==> src/rtl/core/sha256_pkg.sv <==
package sha256_pkg;

  typedef logic [31:0] word_t;

  typedef struct packed {
    logic load;
    logic step;
    logic accum;
    logic init;
  } rnd_ctrl_t;

  localparam word_t RoundK [64] = '{
    32'h428a2f98, 32'h71374491, 32'hb5c0fbcf, 32'he9b5dba5,
    32'h3956c25b, 32'h59f111f1, 32'h923f82a4, 32'hab1c5ed5,
    32'hd807aa98, 32'h12835b01, 32'h243185be, 32'h550c7dc3,
    32'h72be5d74, 32'h80deb1fe, 32'h9bdc06a7, 32'hc19bf174,
    32'he49b69c1, 32'hefbe4786, 32'h0fc19dc6, 32'h240ca1cc,
    32'h2de92c6f, 32'h4a7484aa, 32'h5cb0a9dc, 32'h76f988da,
    32'h983e5152, 32'ha831c66d, 32'hb00327c8, 32'hbf597fc7,
    32'hc6e00bf3, 32'hd5a79147, 32'h06ca6351, 32'h14292967,
    32'h27b70a85, 32'h2e1b2138, 32'h4d2c6dfc, 32'h53380d13,
    32'h650a7354, 32'h766a0abb, 32'h81c2c92e, 32'h92722c85,
    32'ha2bfe8a1, 32'ha81a664b, 32'hc24b8b70, 32'hc76c51a3,
    32'hd192e819, 32'hd6990624, 32'hf40e3585, 32'h106aa070,
    32'h19a4c116, 32'h1e376c08, 32'h2748774c, 32'h34b0bcb5,
    32'h391c0cb3, 32'h4ed8aa4a, 32'h5b9cca4f, 32'h682e6ff3,
    32'h748f82ee, 32'h78a5636f, 32'h84c87814, 32'h8cc70208,
    32'h90befffa, 32'ha4506ceb, 32'hbef9a3f7, 32'hc67178f2
  };

  localparam word_t InitH [8] = '{
    32'h6a09e667, 32'hbb67ae85, 32'h3c6ef372, 32'ha54ff53a,
    32'h510e527f, 32'h9b05688c, 32'h1f83d9ab, 32'h5be0cd19
  };

  localparam logic [7:0] PadMark = 8'h80;

  function automatic word_t big_sig0(word_t x);
    return {x[1:0], x[31:2]} ^ {x[12:0], x[31:13]} ^ {x[21:0], x[31:22]};
  endfunction

  function automatic word_t big_sig1(word_t x);
    return {x[5:0], x[31:6]} ^ {x[10:0], x[31:11]} ^ {x[24:0], x[31:25]};
  endfunction

  function automatic word_t small_sig0(word_t x);
    return {x[6:0], x[31:7]} ^ {x[17:0], x[31:18]} ^ {3'b000, x[31:3]};
  endfunction

  function automatic word_t small_sig1(word_t x);
    return {x[16:0], x[31:17]} ^ {x[18:0], x[31:19]} ^ {10'd0, x[31:10]};
  endfunction

endpackage

==> src/rtl/core/sha256_sched.sv <==
module sha256_sched import sha256_pkg::*; (
  input  logic       clk_i,
  input  logic       byte_en_i,
  input  logic [7:0] byte_i,
  input  logic       step_i,
  output word_t      w_o
);

  // oldest word in the top slot
  logic [15:0][31:0] win_q, win_d;
  word_t             next_w;

  assign next_w = small_sig1(win_q[1]) + win_q[6] + small_sig0(win_q[14]) + win_q[15];
  assign w_o    = win_q[15];

  always_comb begin
    win_d = win_q;
    if (byte_en_i) begin
      win_d = 512'({win_q, byte_i});
    end else if (step_i) begin
      win_d = {win_q[14:0], next_w};
    end
  end

  always_ff @(posedge clk_i) begin
    win_q <= win_d;
  end

endmodule

==> src/rtl/core/sha256_round.sv <==
module sha256_round import sha256_pkg::*; (
  input  logic             clk_i,
  input  logic             rst_ni,
  input  rnd_ctrl_t        ctrl_i,
  input  word_t            k_i,
  input  word_t            w_i,
  output logic [7:0][31:0] chain_o
);

  logic [7:0][31:0] chain_q;
  logic [7:0][31:0] v_q;
  logic [7:0][31:0] iv;
  word_t            ch, maj, t1, t2;

  always_comb begin
    for (int i = 0; i < 8; i++) begin
      iv[i] = InitH[i];
    end
  end

  assign ch  = (v_q[4] & v_q[5]) ^ (~v_q[4] & v_q[6]);
  assign maj = (v_q[0] & v_q[1]) ^ (v_q[0] & v_q[2]) ^ (v_q[1] & v_q[2]);
  assign t1  = v_q[7] + big_sig1(v_q[4]) + ch + k_i + w_i;
  assign t2  = big_sig0(v_q[0]) + maj;

  assign chain_o = chain_q;

  always_ff @(posedge clk_i or negedge rst_ni) begin
    if (!rst_ni) begin
      chain_q <= iv;
    end else if (ctrl_i.init) begin
      chain_q <= iv;
    end else if (ctrl_i.accum) begin
      for (int i = 0; i < 8; i++) begin
        chain_q[i] <= chain_q[i] + v_q[i];
      end
    end
  end

  always_ff @(posedge clk_i) begin
    if (ctrl_i.load) begin
      v_q <= chain_q;
    end else if (ctrl_i.step) begin
      v_q[7] <= v_q[6];
      v_q[6] <= v_q[5];
      v_q[5] <= v_q[4];
      v_q[4] <= v_q[3] + t1;
      v_q[3] <= v_q[2];
      v_q[2] <= v_q[1];
      v_q[1] <= v_q[0];
      v_q[0] <= t1 + t2;
    end
  end

endmodule

==> src/rtl/core/sha256_hash_stream.sv <==
// sha-256 over a byte stream, one round per cycle on a shared round unit
// a byte that does not fill the block is taken while ready stays high; a byte that fills it
// holds ready low through the compression (64 rounds, 1 chaining add)
// finish: the pad and length bytes plus the rounds and add of each compressed block, at most
// two blocks, then 8 digest items at one per cycle when taken at once
// async active-low reset loads the initial hash values and clears all counts
module sha256_hash_stream import sha256_pkg::*; (
  input  logic        clk_i,
  input  logic        rst_ni,
  input  logic        s_axis_tvalid_i,
  output logic        s_axis_tready_o,
  input  logic [7:0]  s_axis_tdata_i,  // data_byte
  input  logic        s_axis_tuser_i,  // has_byte
  input  logic        s_axis_tlast_i,  // finish
  output logic        m_axis_tvalid_o,
  input  logic        m_axis_tready_i,
  output logic [39:0] m_axis_tdata_o,  // digest_word[31:0], word_index[34:32], zero fill
  output logic        m_axis_tlast_o   // last_word
);

  typedef enum logic [2:0] {
    ST_IDLE,
    ST_PAD,
    ST_COMP,
    ST_ADD,
    ST_OUT
  } state_e;

  typedef enum logic [1:0] {
    PH_MARK,
    PH_ZERO,
    PH_LEN
  } phase_e;

  state_e           state_q, ret_q;
  phase_e           phase_q;
  logic [5:0]       fill_q;
  logic [5:0]       cnt_q;
  logic [2:0]       idx_q;
  logic [63:0]      len_q;
  logic             tvalid_q;

  logic             feed_en;
  logic [7:0]       feed_byte;
  logic [2:0]       len_sel;
  rnd_ctrl_t        ctrl;
  word_t            w_t;
  logic [7:0][31:0] chain;

  assign s_axis_tready_o = (state_q == ST_IDLE);
  assign m_axis_tvalid_o = tvalid_q;
  assign m_axis_tdata_o  = {5'd0, idx_q, chain[idx_q]};
  assign m_axis_tlast_o  = (idx_q == 3'd7);

  // length bytes go out most significant first
  assign len_sel = ~fill_q[2:0];

  always_comb begin
    feed_en    = 1'b0;
    feed_byte  = s_axis_tdata_i;
    ctrl       = '0;
    case (state_q)
      ST_IDLE: begin
        feed_en = s_axis_tvalid_i && s_axis_tuser_i;
      end
      ST_PAD: begin
        case (phase_q)
          PH_MARK: begin
            feed_en   = 1'b1;
            feed_byte = PadMark;
          end
          PH_ZERO: begin
            feed_en   = (fill_q != 6'd56);
            feed_byte = 8'd0;
          end
          PH_LEN: begin
            feed_en   = 1'b1;
            feed_byte = len_q[{len_sel, 3'b000} +: 8];
          end
          default: begin
            feed_en = 1'b0;
          end
        endcase
      end
      ST_COMP: begin
        ctrl.step = 1'b1;
      end
      ST_ADD: begin
        ctrl.accum = 1'b1;
      end
      ST_OUT: begin
        ctrl.init = m_axis_tready_i && (idx_q == 3'd7);
      end
      default: begin
        feed_en = 1'b0;
      end
    endcase
    ctrl.load = feed_en && (fill_q == 6'd63);
  end

  always_ff @(posedge clk_i or negedge rst_ni) begin
    if (!rst_ni) begin
      state_q  <= ST_IDLE;
      ret_q    <= ST_IDLE;
      phase_q  <= PH_MARK;
      fill_q   <= '0;
      cnt_q    <= '0;
      idx_q    <= '0;
      len_q    <= '0;
      tvalid_q <= 1'b0;
    end else begin
      if (feed_en) begin
        fill_q <= fill_q + 6'd1;
      end
      case (state_q)
        ST_IDLE: begin
          if (s_axis_tvalid_i) begin
            phase_q <= PH_MARK;
            if (s_axis_tuser_i) begin
              len_q <= len_q + 64'd8;
            end
            if (s_axis_tuser_i && fill_q == 6'd63) begin
              state_q <= ST_COMP;
              ret_q   <= s_axis_tlast_i ? ST_PAD : ST_IDLE;
            end else if (s_axis_tlast_i) begin
              state_q <= ST_PAD;
            end
          end
        end
        ST_PAD: begin
          case (phase_q)
            PH_MARK: begin
              phase_q <= PH_ZERO;
              if (fill_q == 6'd63) begin
                state_q <= ST_COMP;
                ret_q   <= ST_PAD;
              end
            end
            PH_ZERO: begin
              if (fill_q == 6'd56) begin
                phase_q <= PH_LEN;
              end else if (fill_q == 6'd63) begin
                state_q <= ST_COMP;
                ret_q   <= ST_PAD;
              end
            end
            PH_LEN: begin
              if (fill_q == 6'd63) begin
                state_q <= ST_COMP;
                ret_q   <= ST_OUT;
              end
            end
            default: begin
              phase_q <= PH_MARK;
            end
          endcase
        end
        ST_COMP: begin
          cnt_q <= cnt_q + 6'd1;
          if (cnt_q == 6'd63) begin
            state_q <= ST_ADD;
          end
        end
        ST_ADD: begin
          state_q <= ret_q;
          if (ret_q == ST_OUT) begin
            tvalid_q <= 1'b1;
            idx_q    <= '0;
          end
        end
        ST_OUT: begin
          if (m_axis_tready_i) begin
            idx_q <= idx_q + 3'd1;
            if (idx_q == 3'd7) begin
              tvalid_q <= 1'b0;
              state_q  <= ST_IDLE;
              len_q    <= '0;
            end
          end
        end
        default: begin
          state_q <= ST_IDLE;
        end
      endcase
    end
  end

  sha256_sched u_sched (
    .clk_i     (clk_i),
    .byte_en_i (feed_en),
    .byte_i    (feed_byte),
    .step_i    (ctrl.step),
    .w_o       (w_t)
  );

  sha256_round u_round (
    .clk_i   (clk_i),
    .rst_ni  (rst_ni),
    .ctrl_i  (ctrl),
    .k_i     (RoundK[cnt_q]),
    .w_i     (w_t),
    .chain_o (chain)
  );

endmodule
==> config.mk <==
export PLATFORM = sky130hd
export DESIGN_NAME = sha256_hash_stream
export DESIGN_NICKNAME = d
export VERILOG_FILES = /design/src/rtl/core/sha256_pkg.sv /design/src/rtl/core/sha256_sched.sv /design/src/rtl/core/sha256_round.sv /design/src/rtl/core/sha256_hash_stream.sv
export SDC_FILE = /design/constraint.sdc
export NUM_CORES = 2
export LEC_CHECK = 0
export ABC_AREA = 1
export ABC_CLOCK_PERIOD_IN_PS = 15600
export BUFFER_PORTS_ARGS = -buffer_cell sky130_fd_sc_hd__buf_2
export CORE_MARGIN = 8
export CORE_UTILIZATION = 30
export CTS_CLUSTER_DIAMETER = 150
export DETAILED_ROUTE_END_ITERATION = 16
export PLACE_DENSITY_LB_ADDON = 0.08
export RECOVER_POWER = 50
export SLEW_MARGIN = 20
export SYNTH_ARGS = -nofsm -noshare
export SYNTH_HDL_FRONTEND = slang
export SYNTH_HIERARCHICAL = 1
export SYNTH_SLANG_ARGS = --single-unit
==> constraint.sdc <==
create_clock -name clk_i -period 15.6 [get_ports clk_i]
set_input_delay 0 -clock clk_i [delete_from_list [all_inputs] [get_ports clk_i]]
set_output_delay 0 -clock clk_i [all_outputs]
set_load 0.03 [all_outputs]
==> flow_results.org <==
** Clocking
- Clk_lat worst skew :: between 0.8 and 0.9 ns
- TritonCTS clock tree :: done
- The number of setup buffers added after CTS is 0.
- In this run, post-CTS repair resized a total of 0 instances.
- Hold Buf Count CTS :: 18
- The longest clock path from root to sink contains 4 buffers.
- H-tree levels :: 4
- Clock transition time at the flip-flop clock pins of the worst setup and hold paths :: approximately 0.060 ns
- Buffer type at the clock tree root :: clkbuf_16
- The tree built by TritonCTS fans out to ~1,100 sinks.
- Buffers inserted during clock tree synthesis total between 150 and 200.

** Yosys
- Post-synth ARST share :: a little under a third
- Counting flops and latches in the post-synthesis netlist gives 1,108.
- The number of different library cells used by synthesis comes to 76.
- Seq/Total Area, Yosys :: 38.0%
- Instance count of the mapped netlist :: ~11,000
- In the synthesized netlist the dominant register cell turns out to be edfxtp_1.
- The synthesized design contains between 700 and 800 enable-type register cells.
- The mapped netlist covers between 0.08 and 0.09 mm2.
- Count of synthesis-stage warnings from yosys :: 6
- After synthesis, the mean cell area works out to between 7 and 8 um2.

** Routing
- In this run the remaining antenna-violating nets after routing total 0.
- Via count :: 76,100
- The first TritonRoute pass finished after 6 iterations.
- In the routed layout, each cell is associated on average with a via count of 5.13.
- Summed over all layers, the routed wires come to around 380,000 um.
- Average detailed-routed wire length per instance :: roughly 26 um
- For this block, the initial DRC count from the detailed router was a little under 7,000.
- For this run, design rule violations remaining after detail routing come to 0.

** Global routing
- Global-route total usage across every layer :: between 20% and 30%
- The first global-routing pass estimated around 540,000 um of wire.
- The via count of the first global-routing pass is 74,200.
- Grt total ovfl :: 0
- The initial antenna violation count was 14.
- Entering global routing, the biggest net connects around 220 pins.

** Setup path
- Setup Crit Path Kind :: register to register
- Most common cell type on the critical path :: nand2_1
- Data on the critical path arrives at its endpoint at ~12 ns.
- Max FO, Critical Path :: 222
- Slowest cell on the critical path :: clkbuf_2
- Cells along the critical path :: ha_1 -> ha_1 -> nand2_1 -> nand3_1 -> nand2_2 -> nor2_1 -> nand2_1 -> nand2_1 -> clkbuf_1 -> clkbuf_2 -> o21ai_0
- In this design, the stage delay of the slowest critical-path cell is 3.16 ns.
- STA classifies the critical path endpoint as a register.
- Data on the critical path is required at its endpoint by 15.99 ns.
- Nature of the critical path startpoint :: register

** STA
- Setup repair after global routing left no endpoint under its margin.
- Dividing the final minimum period by the clock period gives between 70 and 80%.
- Crit path time final :: around 12 ns
- Transition at the pin with the smallest max-transition slack :: 7.00 ns
- Setup violations remaining at the end of the flow were counted as 0.
- Max Freq :: 86.8 MHz
- Across the routed clock network, the largest skew measured is 0.0658 ns.
- Setup slack on the critical path of the routed design comes to 4.08 ns.
- Count of final max-slew check failures :: 1,700
- For the final routed database, the setup TNS stands at 0 ns.
- Max-Slew Margin vs Limit :: -367%
- Number of hold violations in the final report :: 0

** Floorplan
- The initial utilization of the core area, before any placement, comes to a little under a third.
- Area of the core region :: around 0.28 mm2
- Site Rows :: approximately 190
- Die Area :: 0.296 mm2
- I/O pin count :: 57
- The die is around 540 um tall.
- Die Span X :: roughly 540 um

** Placement
- Final HPWL DP :: 291,000 um
- Input and output buffers added on the ports amount to about 50.
- The congestion estimate from routability-driven global placement came to approximately 0.93.
- Before CTS, the worst setup slack after placement is about 6.3 ns.

** Layout
- Cells with a size suffix above 1 make up approximately 5.3% of the layout.
- Relative to the synthesized area, the layout overhead comes to 10.1%.
- Sequential standard cell area :: approximately 0.032 mm2
- After filler insertion, the fill cell instance count of the layout stands at 30,000.
- The net count of the finished layout is ~12,000.
- Multi-input combinational cell area :: around 0.044 mm2
- For this run, the share of the core covered by cells in the final layout is roughly 33%.

** Min path
- Kind of path behind the tightest hold check :: input pin to register

** Run
- The tool flagged a number of max-cap violations equal to 27.

** Status
- Violated checks :: max-capacitance violations, max-slew violations
- The run finished, with violations left.
## layout by cell type (no fill, tap or decap), types with 136 or more instances in the layout
| master | Yosys | final |
|---|---|---|
| a21oi_1 | 546 | 546 |
| clkbuf_16 | 0 | 154 |
| dfrtp_1 | 204 | 203 |
| dfstp_2 | 136 | 136 |
| edfxtp_1 | 768 | 768 |
| fa_1 | 195 | 195 |
| ha_1 | 394 | 394 |
| inv_1 | 1416 | 1417 |
| nand2_1 | 3499 | 3500 |
| nand3_1 | 450 | 451 |
| nor2_1 | 879 | 876 |
| o21ai_0 | 857 | 897 |
| xnor2_1 | 163 | 163 |
| xor2_1 | 219 | 219 |
## synth_stat cells, types with 10 or more instances
cell type | count | area (um2)
o211ai_1 | 26 | 195
o21ai_0 | 857 | 4290
dfrtp_1 | 204 | 5100
nand3_1 | 450 | 2250
a31oi_1 | 47 | 294
a21o_1 | 56 | 420
or2_2 | 35 | 219
a21boi_0 | 20 | 150
nand4_1 | 76 | 475
nor4_1 | 18 | 113
o32ai_1 | 66 | 578
o22ai_1 | 90 | 563
buf_1 | 24 | 90.1
a21oi_1 | 546 | 2730
nor3_1 | 101 | 505
fa_1 | 195 | 3900
o31ai_1 | 11 | 82.6
nand2_2 | 28 | 175
dfstp_2 | 136 | 3570
ha_1 | 394 | 4930
a21oi_2 | 11 | 96.3
a211oi_1 | 10 | 75.1
xor2_1 | 219 | 1920
nor2_1 | 879 | 3300
buf_4 | 41 | 308
o221ai_1 | 17 | 149
nand3b_1 | 30 | 225
buf_2 | 129 | 646
xnor2_1 | 163 | 1430
nand2_1 | 3499 | 13100
inv_1 | 1416 | 5320
o21ai_1 | 88 | 440
inv_2 | 24 | 90.1
o21bai_1 | 50 | 375
o21a_1 | 25 | 188
edfxtp_1 | 768 | 23100
nor2_2 | 12 | 75.1
o21ai_2 | 17 | 149
clkbuf_1 | 258 | 968
## worst max-delay path: cells and delay by family, from the launching register on
kind | cells | cell delay [ns]
AOI/OAI and AO/OA | 1 | 0.81
adders and majority gates | 2 | 0.56
buffers and inverters | 2 | 5.16
DFF | 1 | 0.63
and+or+nand+nor | 6 | 3.66
## sequential cells by signal, indices dropped and copies added, names as in the netlist
signal	cells
u_sched/win_q	480
phase_q	2
cnt_q	6
u_round/chain_o	256
state_q	3
m_axis_tvalid_o	1
fill_q	6
u_sched/w_o	32
idx_q	3
len_q	61
u_round/v_q	256
ret_q	2
## stage by stage
step,std cells,hold slack [ns],area (um2)
2_1_floorplan,11100,-0.296,83600
3_3_place_gp,14500,0.0335,87200
3_5_place_dp,14500,0.0384,87200
4_1_cts,14800,0.0186,92200
5_1_grt,14800,0.0658,92000
6_report,14800,0.0404,92000
## routing by layer
| metal | part of all wire (%) | track usage, % |
|---|---|---|
| met1 | 46 | 34.6 |
| met2 | 45 | 40.3 |
| met3 | 5.5 | 3.32 |
| met4 | 3.6 | 8.04 |
| met5 | 0.012 | 0 |
## path summary, 6_finish.rpt
check	from	endpoint	slack, ns	cells after the start
max	idx_q[0]	u_sched/win_q[457]	4.08	11
min	s_axis_tdata_i[1]	u_sched/win_q[1]	0.04	5
max reg2reg	idx_q[0]	u_sched/win_q[457]	4.08	11
min reg2reg	m_axis_tvalid_o	m_axis_tvalid_o	0.48	2
max in group asynchronous	rst_ni	u_round/chain_o[58]	8.22	6
min in group asynchronous	rst_ni	u_round/chain_o[218]	2.02	3
## final cells by class
cell class,count,share of cell area (%)
clock inverter,68,0.773
sequential,1108,34.5
tap,3705,5.04
timing repair buffer,153,1.08
clock buffer,206,4.48
antenna,9,0.0245
multi-input combinational,8136,48.2
inverter,1443,5.92
## logic make-up after synthesis
logic type	share of synthesized area, %
and+or+nand+nor	25.0
AOI/OAI and AO/OA	13.4
buffers and inverters	9.00
DFF	38.0
adders and majority gates	10.6
xor gates and xnor gates	4.04
other	0.00449
Power is left out: the tool's default activity adds up to more than one toggle a clock period on the data nets, which glitch-free logic cannot reach.
